<file path="config.mk">
export PLATFORM = sky130hd
export DESIGN_NAME = vdq_octant
export DESIGN_NICKNAME = d
export VERILOG_FILES = /design/src/vdq_pkg.sv /design/src/vdq_octant.sv
export SDC_FILE = /design/constraint.sdc
export NUM_CORES = 1
export LEC_CHECK = 0
export ABC_AREA = 1
export BUFFER_PORTS_ARGS = -buffer_cell sky130_fd_sc_hd__buf_2
export CORE_UTILIZATION = 60
export DETAILED_ROUTE_END_ITERATION = 10
export PLACE_DENSITY = 0.86
export SLEW_MARGIN = 20
export SYNTH_ARGS = -nofsm -noshare
export SYNTH_HDL_FRONTEND = slang
export SYNTH_SLANG_ARGS = --single-unit
</file>
<file path="constraint.sdc">
create_clock -name clk -period 14.3 [get_ports clk]
set_clock_uncertainty 0.05 [all_clocks]
set_input_delay 4.29 -clock clk [delete_from_list [all_inputs] [get_ports clk]]
set_output_delay 4.29 -clock clk [all_outputs]
set_load 0.02 [all_outputs]
</file>
<file path="src/vdq_pkg.sv">
// ----------------------------------------------------------------------------
// vdq_pkg
// Shared constants, types and helper functions of the vector
// direction quantizer: datapath widths and the cordic step angle table.
// ----------------------------------------------------------------------------
package vdq_pkg;

  localparam int ANGLE_COUNT_DEF = 64;
  localparam int COORD_WIDTH_DEF = 16;

  localparam int FRAC_BITS    = 48;
  localparam int CORDIC_STEPS = 50;
  localparam int NORM_BIT     = 58;
  localparam int XW           = 64;
  localparam int ZW           = FRAC_BITS + 3;
  localparam int POS_W        = FRAC_BITS + 3;
  localparam int SHW          = $clog2(NORM_BIT + 1);
  localparam int DIR_W        = 6;

  typedef struct packed {
    logic [2:0] oct;
    logic       bzero;
  } side_t;

  // restoring division, used only while elaborating constants
  function automatic logic [63:0] udiv64(input logic [63:0] n, input logic [63:0] d);
    logic [63:0] q;
    logic [63:0] r;
    q = '0;
    r = '0;
    for (int k = 63; k >= 0; k--) begin
      r = {r[62:0], n[k]};
      if (r >= d) begin
        r = r - d;
        q[k] = 1'b1;
      end
    end
    return q;
  endfunction

  // atan(1/m) in q62 radians, truncated series
  function automatic logic [63:0] atan_recip(input logic [63:0] m);
    logic [63:0] p;
    logic [63:0] acc;
    logic [63:0] t;
    p   = udiv64(64'h4000_0000_0000_0000, m);
    acc = '0;
    for (int k = 0; k < 64; k++) begin
      if (p != 64'd0) begin
        t = udiv64(p, 64'(2 * k + 1));
        if (k[0]) acc = acc - t;
        else      acc = acc + t;
        p = udiv64(udiv64(p, m), m);
      end
    end
    return acc;
  endfunction

  // floor(num * 2^FRAC_BITS / den)
  function automatic logic [63:0] frac_div(input logic [63:0] num, input logic [63:0] den);
    logic [63:0] q;
    logic [63:0] r;
    q = '0;
    r = num;
    for (int k = 0; k < FRAC_BITS; k++) begin
      r = {r[62:0], 1'b0};
      q = {q[62:0], 1'b0};
      if (r >= den) begin
        r = r - den;
        q[0] = 1'b1;
      end
    end
    return q;
  endfunction

  // step angle in units of pi/4
  function automatic logic [63:0] step_angle(input int idx);
    logic [63:0] quarter;
    quarter = atan_recip(64'd2) + atan_recip(64'd3);
    if (idx == 0) return 64'd1 << FRAC_BITS;
    return frac_div(atan_recip(64'd1 << idx), quarter);
  endfunction

  // arithmetic shift right rounding toward zero
  function automatic logic signed [XW-1:0] shr_tz(input logic signed [XW-1:0] v,
                                                  input int s);
    logic signed [XW-1:0] fl;
    logic [XW-1:0]        mask;
    fl   = v >>> s;
    mask = ~({XW{1'b1}} << s);
    if (v[XW-1] && ((v & mask) != '0)) fl = fl + XW'(1);
    return fl;
  endfunction

endpackage

</file>
<file path="src/vdq_octant.sv">
// ----------------------------------------------------------------------------
// vdq_octant
// Exact octant reduction: negates the vector, picks the octant by integer
// compares and forms the in-octant pair (a, b) with 0 <= b < a.
// ----------------------------------------------------------------------------
module vdq_octant import vdq_pkg::*; #(
  parameter int COORD_WIDTH = COORD_WIDTH_DEF,
  parameter int AW          = COORD_WIDTH + 1
) (
  input  logic                          clk,
  input  logic                          rst,
  input  logic                          in_valid,
  input  logic signed [COORD_WIDTH-1:0] vec_y,
  input  logic signed [COORD_WIDTH-1:0] vec_x,
  output logic                          out_valid,
  output logic [AW-1:0]                 a,
  output logic [AW-1:0]                 b,
  output side_t                         side
);

  logic signed [AW-1:0] xe;
  logic signed [AW-1:0] ye;
  logic signed [AW-1:0] xn;
  logic signed [AW-1:0] yn;
  logic signed [AW-1:0] pp;
  logic signed [AW-1:0] qq;
  logic [AW-1:0]        pu;
  logic [AW-1:0]        qu;
  logic [2:0]           quad;
  logic [AW-1:0]        a_next;
  logic [AW-1:0]        b_next;
  side_t                side_next;

  always_comb begin
    xe = {vec_x[COORD_WIDTH-1], vec_x};
    ye = {vec_y[COORD_WIDTH-1], vec_y};
    xn = -xe;
    yn = -ye;
    if (xn == '0 && yn == '0) xn = '1;
    if (xn > 0 && yn >= 0) begin
      quad = 3'd0; pp = xn; qq = yn;
    end else if (xn <= 0 && yn > 0) begin
      quad = 3'd2; pp = yn; qq = -xn;
    end else if (xn < 0 && yn <= 0) begin
      quad = 3'd4; pp = -xn; qq = -yn;
    end else begin
      quad = 3'd6; pp = -yn; qq = xn;
    end
    pu = pp;
    qu = qq;
    if (qu < pu) begin
      a_next        = pu;
      b_next        = qu;
      side_next.oct = quad;
    end else begin
      a_next        = pu + qu;
      b_next        = qu - pu;
      side_next.oct = quad + 3'd1;
    end
    side_next.bzero = (b_next == '0);
  end

  always_ff @(posedge clk) begin
    if (rst) begin
      out_valid <= 1'b0;
    end else begin
      out_valid <= in_valid;
    end
  end

  always_ff @(posedge clk) begin
    a    <= a_next;
    b    <= b_next;
    side <= side_next;
  end

endmodule

</file>
==> results of run 1 <==
flip-flops by register name, summed over array words and instances, names as in the netlist:
name,count
side,4
a,17
out_valid,1
b,17
through the flow:
step	util, %	setup WS [ns]	std cells
after floorplan	-	3.08	921
after global placement	66.7	1.69	1082
after detailed placement	66.7	1.47	1082
after CTS	68.2	1.75	1090
after global routing	68.2	0.542	1090
final	68.2	1.63	1090
per-layer routing:
layer	vias to the layer above	part of all wire [%]
met4	0	2.0
met5	-	0
met2	290	46
li1	3075	-
met1	2577	45
met3	28	7.6
cells by family (layout without fill, tap and decap cells):
family / after synthesis / in the layout
AOI/OAI and AO/OA: 157 / 157
xor gates and xnor gates: 43 / 43
adders and majority gates: 37 / 37
buffers and inverters: 176 / 237
DFF: 39 / 39
and+or+nand+nor: 469 / 469
worst paths after layout:
kind / start / to / slack, ns / cells after the start
worst min-delay path: rst / out_valid / 4.10 / 2
worst max-delay path: vec_y[0] / a[16] / 1.63 / 57
final cells by class:
type                    instances  area [sq um]
inverters                     148           556
fillers                       827          2760
clock inverters                 2          60.1
repair buffers                 81           425
clock buffers                   6          72.6
flip-flops and latches         39           781
well taps                     108           135
multi-input cells             706          3890
cells in the final DEF, fill, tap and decap left out, drive strengths merged:
cell type,n
nand2,257
inv,146
nor2,106
buf,81
nand3,77
o21ai,58
xor2,40
dfxtp,39
a21oi,38
ha,36
o211ai,13
nand4,12
a22oi,11
o21bai,9
a31oi,8
nor3,7
o221ai,6
clkbuf,6
nand3b,5
a21boi,4
xnor2,3
nor4,2
clkinv,2
a221oi,2
o22ai,2
o31ai,2
bufinv,2
or2,2
o21a,1
a21o,1
and2,1
a32o,1
a211oi,1
fa,1
power by group:
part	internal, mW	total, mW	switching (mW)
Clock	0.0697	0.108	0.0379
Combinational	0.130	0.390	0.261
Sequential	0.149	0.157	0.00760
Total	0.349	0.655	0.306
==> flow_metrics.py, run 1 <==
metrics = {
    "detailed_routing": {
        "drt-initial-drc-count": 392,
        "wire_per_inst_um": 12.9,
        "drc": 0,
        "avgViaCountPerCell": 5.48,
        "vias": 5970,
        "drt_first_pass_iters": 5,
        "antenna_left": 0,
        "wl_um": 14000,
    },
    "power_and_ir_drop": {
        "power_density_mw_per_mm2": 111,
        "finalPower_mw": 0.655,
        "power_leakage_nw": 3.22,
        "ir_worst_vdd_mv": 0.0692,
    },
    "floorplanning": {
        "start_util_pct": 61.8,
        "die_area_sq_mm": 0.00931,
        "std_cell_rows": 34,
        "fp.dieW_um": 96.5,
        "die_h_um": 96.5,
        "pin_count": 74,
        "core_area_sq_mm": 0.00868,
    },
    "global_route": {
        "track_usage_pct": 31.0,
        "antenna_found_initial": 0,
        "grt_max_degree": 34,
        "grt_pass1_vias": 5086,
        "grt_use_met3_pct": 2.19,
        "use_met2_pct": 51.6,
        "grtUsageMet1_pct": 42.3,
        "grt_pass1_wl_um": 23000,
        "grt.busiest_layer": "met2",
        "grt.overflow.total": 0,
    },
    "critical_path": {
        "cp_top_family": "simple AND/OR/NAND/NOR gates",
        "crit_path_start_kind": "input port",
        "critical_path_class": "in2reg",
        "path_buf_inv": 9,
        "critPathMaxStageDelay_ns": 0.67,
        "cp_common_cell": "nor2_1",
        "required_ns": 14.47,
        "path_max_fanout": 30,
        "endpoint_kind": "flop",
        "slowest_stage": "nor2_1",
        "cp.arrival_ns": 12.85,
    },
    "synthesis": {
        "ys.flop_type": "dfxtp_1",
        "synth_top_cell_by_area": "nand2_1",
        "synthAdderAreaFrac_pct": 8.78,
        "synth_edf_count": 0,
        "ys_seq_area_share_pct": 14.6,
        "synth_nets": 993,
        "yosys.area_share.simple_pct": 39.1,
        "ys_async_sr_fraction_pct": 0,
        "synth_top_family_by_area": "simple AND/OR/NAND/NOR gates",
        "synth_area_leaders": "nand2_1 (17%), dfxtp_1 (15%), inv_1 (9.9%)",
        "synth_cell_types": 49,
        "syn_area_sq_mm": 0.00536,
        "syn-mean-instance-area_sq_um": 5.82,
        "ys_warn_count": 0,
        "synth-compound-area-share_pct": 17.7,
        "ys_ff_latch": 39,
        "synthTopCellsByCount": "nand2_1 (237), inv_1 (142), nor2_1 (93)",
        "netlist_instances": 921,
        "synth_most_common_cell": "nand2_1",
        "synth-xor-area-share_pct": 7.03,
        "synthMuxAreaShare_pct": 0,
        "yosys.area.top_type_share_pct": 16.6,
    },
    "timing": {
        "tns_ns": 0,
        "worst_pin_slew_ns": 0.866,
        "max_freq_mhz": 78.9,
        "slew_viol_final": 0,
        "hold_viol_final": 0,
        "worst_hold_slack_ns": 4.10,
        "rsz0062_at_grt": "no",
        "layout_min_cycle_time_ns": 12.67,
        "max_slew_margin_pct": 42.0,
        "timing.final.crit_share_pct": 88.6,
        "setup_viol": 0,
    },
    "placed_design": {
        "gp_congestion": 0.982,
        "placed_cell_area_sq_mm": 0.00579,
        "place_hpwl_um": 11400,
        "io_buffers": 73,
    },
    "layout": {
        "diodes": 0,
        "design_area_sq_mm": 0.00592,
        "drive_gt1_share_pct": 13.7,
        "nets": 1053,
        "area_growth_pct": 10.5,
    },
    "clocking": {
        "numCtsBuffers": 5,
        "hold_buffers": 0,
        "clock-sinks": 39,
        "tritoncts": "yes",
        "post-cts-setup-buffers": 0,
        "cts_buffer_depth": 2,
        "clockRootBuffer": "clkbuf_8",
        "cts_resized": 0,
        "h-tree-depth": 2,
        "path_clk_slew_ns": 0.07,
    },
    "hold_path": {
        "min_path_type": "in2reg",
    },
    "job": {
        "maxCapViolations": 0,
    },
    "outcome": {
        "status": "complete, no violations",
    },
}
No activity file was read; power rests on OpenSTA's default activity.
==> run 2, diff against run 1 <==
--- a/config.mk
+++ b/config.mk
@@ -5,11 +5,10 @@
 export SDC_FILE = /design/constraint.sdc
 export NUM_CORES = 1
 export LEC_CHECK = 0
-export ABC_AREA = 1
 export BUFFER_PORTS_ARGS = -buffer_cell sky130_fd_sc_hd__buf_2
 export CORE_UTILIZATION = 60
 export DETAILED_ROUTE_END_ITERATION = 10
-export PLACE_DENSITY = 0.86
+export PLACE_DENSITY = 0.85
 export SLEW_MARGIN = 20
 export SYNTH_ARGS = -nofsm -noshare
 export SYNTH_HDL_FRONTEND = slang
==> run 2 against run 1 <==
Design area up 8.1%. Combinational power up 20%. Clock power down 9%.
==> flow_metrics.py, run 2 <==
metrics = {
    "power_and_ir_drop": {
        "finalPower_mw": 0.727,
        "p_clk_share_pct": 13.5,
        "power_switching_mw": 0.352,
        "power_leakage_nw": 2.65,
        "ir_worst_vdd_mv": 0.0775,
        "seqPwrFrac_pct": 22.0,
        "power_frac_comb_pct": 64.5,
        "swShare_pct": 48.4,
        "power_density_mw_per_mm2": 114,
        "intPower_mw": 0.375,
    },
    "layout": {
        "reg_top3": "a x17, b x17, side x4",
        "nets": 970,
        "multiInputGateArea_sq_mm": 0.00456,
        "ff_latch_area_sq_um": 781,
        "area_growth_pct": 11.6,
        "layout_common_cells": "nor2_1 (82), buf_2 (73), a21oi_1 (71)",
        "fillers": 807,
        "drive_gt1_share_pct": 15.2,
        "diodes": 0,
        "final_common_cell": "nor2_1",
    },
    "timing": {
        "layout_min_cycle_time_ns": 13.71,
        "hold_viol_final": 0,
        "rsz0062_at_grt": "no",
        "max_freq_mhz": 73.0,
        "tns_ns": 0,
        "setup_viol": 0,
        "setup_ws_ns": 0.594,
        "timing.final.crit_share_pct": 95.8,
        "max_slew_margin_pct": 40.5,
        "worst_pin_slew_ns": 0.880,
        "slew_viol_final": 0,
    },
    "critical_path": {
        "cp.arrival_ns": 13.88,
        "slowest_stage": "or4_1",
        "endpoint_kind": "flop",
        "crit_path_start_kind": "input port",
        "path_buf_inv": 1,
        "path_max_fanout": 8,
        "required_ns": 14.47,
        "critical_path_class": "in2reg",
        "critPathMaxStageDelay_ns": 0.66,
        "cp_common_cell": "o21ai_0",
        "cp_top_family": "compound AO/OA/AOI/OAI gates",
    },
    "detailed_routing": {
        "vias": 6808,
        "drt-initial-drc-count": 596,
        "drc": 0,
        "wl_um": 19200,
        "antenna_left": 0,
        "avgViaCountPerCell": 6.62,
        "drt_first_pass_iters": 6,
        "wire_per_inst_um": 18.6,
    },
    "global_route": {
        "grt.overflow.total": 0,
        "grt_max_degree": 32,
        "antenna_found_initial": 0,
        "track_usage_pct": 38.4,
        "grt_pass1_vias": 6019,
        "grt_pass1_wl_um": 30300,
    },
    "synthesis": {
        "ys_seq_area_share_pct": 13.6,
        "synth_nets": 915,
        "synth_edf_count": 0,
        "synth_cell_types": 81,
        "ys_warn_count": 0,
        "netlist_instances": 843,
        "yosys.area.top_type_share_pct": 13.6,
        "synth_area_leaders": "dfxtp_1 (14%), xnor2_1 (7.9%), ha_1 (7.9%)",
        "synth_most_common_cell": "nor2_1",
        "ys_ff_latch": 39,
        "synthTopCellsByCount": "nor2_1 (82), a21oi_1 (72), nand2_1 (69)",
        "syn_area_sq_mm": 0.00573,
        "ys_async_sr_fraction_pct": 0,
        "ys.flop_type": "dfxtp_1",
        "syn-mean-instance-area_sq_um": 6.80,
        "synth_top_cell_by_area": "dfxtp_1",
    },
    "clocking": {
        "path_clk_slew_ns": 0.09,
        "clock-sinks": 39,
        "numCtsBuffers": 5,
        "cts_buffer_depth": 2,
        "h-tree-depth": 2,
        "clockRootBuffer": "clkbuf_8",
        "tritoncts": "yes",
    },
    "placed_design": {
        "io_buffers": 73,
        "gp_congestion": 0.992,
        "place_hpwl_um": 15000,
        "place_ws_ns": 0.0422,
    },
    "floorplanning": {
        "fp.dieW_um": 99.8,
        "die_area_sq_mm": 0.00995,
        "core_area_sq_mm": 0.00924,
        "pin_count": 74,
        "std_cell_rows": 35,
        "start_util_pct": 62.1,
        "die_h_um": 99.8,
    },
    "job": {
        "maxCapViolations": 0,
    },
    "hold_path": {
        "min_path_type": "in2reg",
    },
    "outcome": {
        "status": "complete, no violations",
    },
}
run 2: cell types whose count changed after synthesis, moves of 11 or more:
cell / delta
nand2_1: -168
inv_1: -94
nand3_1: -50
xnor2_1: +49
a21oi_1: +35
nor3_1: +29
clkbuf_1: +27
xor2_1: -27
or3_1: +21
nand2_2: -16
nand2b_1: +14
o31ai_1: +14
o22ai_1: +12
nor2_1: -11
run 2: layout make-up:
type | instances | area share (%)
Inverter | 50 | 2.95
Tap cell | 129 | 2.52
Sequential cell | 39 | 12.2
Multi-Input combinational cell | 699 | 71.3
Timing Repair Buffer | 103 | 9.23
Clock buffer | 6 | 1.29
Clock inverter | 2 | 0.548
run 2: through the flow:
stage	hold slack [ns]	utilization (%)	instance area, sq um	instances
after global placement	4.40	67.6	6250	1019
after floorplan	4.31	-	5730	843
after CTS	4.10	68.9	6370	1027
after detailed placement	4.41	67.6	6250	1019
after global routing	4.09	69.2	6400	1028
final	4.09	69.2	6400	1028
run 2: layer usage:
metal / part of all wire (%) / vias up / GRT usage, %
met5: 0 / - / 0
met1: 42 / 3071 / 50.9
li1: - / 3170 / -
met3: 9.9 / 81 / 4.22
met4: 4.3 / 0 / 18.6
met2: 44 / 486 / 61.7
run 2: path summary, 6_finish.rpt:
check     start        end  slack [ns]  depth (start not counted)
min         rst  out_valid        4.09                          2
max    vec_y[3]      a[15]        0.59                         38
run 2: logic make-up after synthesis:
family	share of synthesized area (%)
xor+xnor	9.93
simple gates	28.7
buf+inv	7.29
mux	1.96
fa+ha+maj	8.20
flops	13.6
compound gates	30.3
run 2: power by group through the flow:
| stage | logic [mW] | registers (mW) | clock network [mW] |
|---|---|---|---|
| floorplan | 0.269 | 0.218 | 0 |
| global placement | 0.443 | 0.162 | 0 |
| detailed placement | 0.452 | 0.162 | 0 |
| CTS | 0.456 | 0.160 | 0.0970 |
| global route | 0.506 | 0.164 | 0.103 |
| finish | 0.469 | 0.160 | 0.0980 |
run 2: repair_timing:
action	in CTS	in global routing
setup endpoints to repair	0	8
gates resized for setup	0	5
hold buffers	0	0
buffers inserted	0	1
==> run 3, diff against run 2 <==
--- a/config.mk
+++ b/config.mk
@@ -5,10 +5,11 @@
 export SDC_FILE = /design/constraint.sdc
 export NUM_CORES = 1
 export LEC_CHECK = 0
+export ABC_AREA = 1
 export BUFFER_PORTS_ARGS = -buffer_cell sky130_fd_sc_hd__buf_2
-export CORE_UTILIZATION = 60
+export CORE_UTILIZATION = 25
 export DETAILED_ROUTE_END_ITERATION = 10
-export PLACE_DENSITY = 0.85
+export PLACE_DENSITY = 0.44
 export SLEW_MARGIN = 20
 export SYNTH_ARGS = -nofsm -noshare
 export SYNTH_HDL_FRONTEND = slang
==> constraint.sdc (replaced) <==
create_clock -name clk -period 14.85 [get_ports clk]
set_clock_uncertainty 0.05 [all_clocks]
set_input_delay 4.455 -clock clk [delete_from_list [all_inputs] [get_ports clk]]
set_output_delay 4.455 -clock clk [all_outputs]
set_load 0.02 [all_outputs]
==> run 3 against run 2 <==
Setup slack better by 1.4 ns. Utilization is 40 points lower. Critical endpoint is now side[0]. Critical path type unchanged. Cell count up 22%. Design area fell by 3.3%.
==> flow_metrics.py, run 3 (synthesized netlist as in run 1, its figures left out) <==
metrics = {
    "layout": {
        "diodes": 0,
        "final_common_cell": "nand2_1",
        "multiInputGateArea_sq_mm": 0.00389,
        "nets": 1053,
        "layout_common_cells": "nand2_1 (237), inv_1 (142), nor2_1 (93)",
        "ff_latch_area_sq_um": 781,
        "fillers": 2419,
        "drive_gt1_share_pct": 13.7,
        "area_growth_pct": 15.4,
        "reg_top3": "a x17, b x17, side x4",
        "design_area_sq_mm": 0.00618,
    },
    "critical_path": {
        "path_max_fanout": 24,
        "cp-startpoint": "vec_y[0]",
        "slowest_stage": "nand3_2",
        "crit_path_start_kind": "input port",
        "cp.arrival_ns": 13.07,
        "critical_path_class": "in2reg",
        "endpoint_kind": "flop",
        "cp_common_cell": "nor2_1",
        "required_ns": 15.02,
        "critPathMaxStageDelay_ns": 0.49,
    },
    "floorplanning": {
        "die_area_sq_mm": 0.0220,
        "pin_count": 74,
        "fp.dieW_um": 148,
        "die_h_um": 148,
        "std_cell_rows": 53,
        "start_util_pct": 25.5,
        "core_area_sq_mm": 0.0210,
    },
    "timing": {
        "tns_ns": 0,
        "max_freq_mhz": 77.5,
        "worst_pin_slew_ns": 0.594,
        "layout_min_cycle_time_ns": 12.90,
        "max_slew_margin_pct": 60.0,
        "slew_viol_final": 0,
        "worst_hold_slack_ns": 4.27,
        "setup_viol": 0,
        "timing.final.crit_share_pct": 86.9,
        "setup_ws_ns": 1.95,
        "hold_viol_final": 0,
        "rsz0062_at_grt": "no",
    },
    "global_route": {
        "track_usage_pct": 15.9,
        "grtUsageMet1_pct": 22.8,
        "use_met2_pct": 25.3,
        "grt_use_met3_pct": 1.23,
        "grt.busiest_layer": "met2",
        "antenna_found_initial": 0,
        "grt.overflow.total": 0,
        "grt_max_degree": 34,
        "grt_pass1_wl_um": 28000,
        "grt_pass1_vias": 5552,
    },
    "power_and_ir_drop": {
        "power_leakage_nw": 3.25,
        "intPower_mw": 0.365,
        "seqPwrFrac_pct": 22.6,
        "swShare_pct": 45.7,
        "power_switching_mw": 0.307,
        "p_clk_share_pct": 20.4,
        "finalPower_mw": 0.672,
        "power_frac_comb_pct": 57.1,
        "power_density_mw_per_mm2": 109,
        "ir_worst_vdd_mv": 0.0396,
    },
    "clocking": {
        "cts_resized": 0,
        "path_clk_slew_ns": 0.06,
        "hold_buffers": 0,
        "tritoncts": "yes",
        "h-tree-depth": 2,
        "numCtsBuffers": 5,
        "clock-sinks": 39,
        "cts_buffer_depth": 2,
        "clockRootBuffer": "clkbuf_16",
        "post-cts-setup-buffers": 0,
    },
    "placed_design": {
        "place_ws_ns": 1.70,
        "place_hpwl_um": 14400,
        "gp_congestion": 0.833,
        "placed_cell_area_sq_mm": 0.00600,
        "io_buffers": 73,
    },
    "detailed_routing": {
        "vias": 5818,
        "drc": 0,
        "wl_um": 17200,
        "drt_first_pass_iters": 7,
        "drt-initial-drc-count": 374,
        "antenna_left": 0,
        "avgViaCountPerCell": 4.63,
        "wire_per_inst_um": 13.7,
    },
    "outcome": {
        "status": "complete, no violations",
    },
    "job": {
        "maxCapViolations": 0,
    },
    "hold_path": {
        "whs_endpoint": "out_valid",
        "hold_path.startpoint": "rst",
        "whs_path_depth": 2,
        "min_path_type": "in2reg",
    },
}
-- run 3: cell types whose count changed in the layout (fill, tap and decap cells not counted), moves of 16 or more --
cell,delta
inv_1,+94
xnor2_1,-49
or3_1,-21
xor2_1,+27
buf_4,-22
a21oi_1,-34
nand2_1,+168
nand2_2,+16
nand3_1,+50
nor3_1,-29
-- run 3: power groups by stage --
stage                     sequential, mW  combinational (mW)  clock, mW
after detailed placement           0.155               0.385          0
after global placement             0.155               0.388          0
final                              0.152               0.383      0.137
after floorplan                    0.206               0.221          0
after CTS                          0.153               0.386      0.141
after global routing               0.155               0.433      0.146
-- run 3: per-stage QoR --
stage,utilization (%),cells
after floorplan,-,921
after global placement,28.5,1249
after detailed placement,28.5,1249
after CTS,29.4,1257
after global routing,29.4,1257
final,29.4,1257
-- run 3: per-layer routing --
layer  vias to the layer above  wire, um
li1                       3085         -
met5                         -         0
met2                       156      7300
met4                         0       342
met3                        22       745
met1                      2555      8790
-- run 3: layout make-up --
type	count	share of cell area [%]
Clock inverter	2	0.971
Multi-Input combinational cell	706	62.9
Clock buffer	6	2.08
Sequential cell	39	12.6
Inverter	148	8.98
Tap cell	275	5.56
Timing Repair Buffer	81	6.88
-- run 3: worst max-delay path, delay by kind of cell --
kind | cells | cell delay [ns]
AND/OR/NAND/NOR | 33 | 4.10
XOR/XNOR | 1 | 0.31
buffers and inverters | 13 | 1.97
adder cells (fa/ha/maj) | 4 | 1.06
AO/OA/AOI/OAI | 6 | 1.16
-- run 3: worst max path at each step --
stage,endpoint
after global placement,a[16]
after CTS,side[0]
after floorplan,a[16]
after detailed placement,side[0]
final,side[0]
after global routing,a[16]
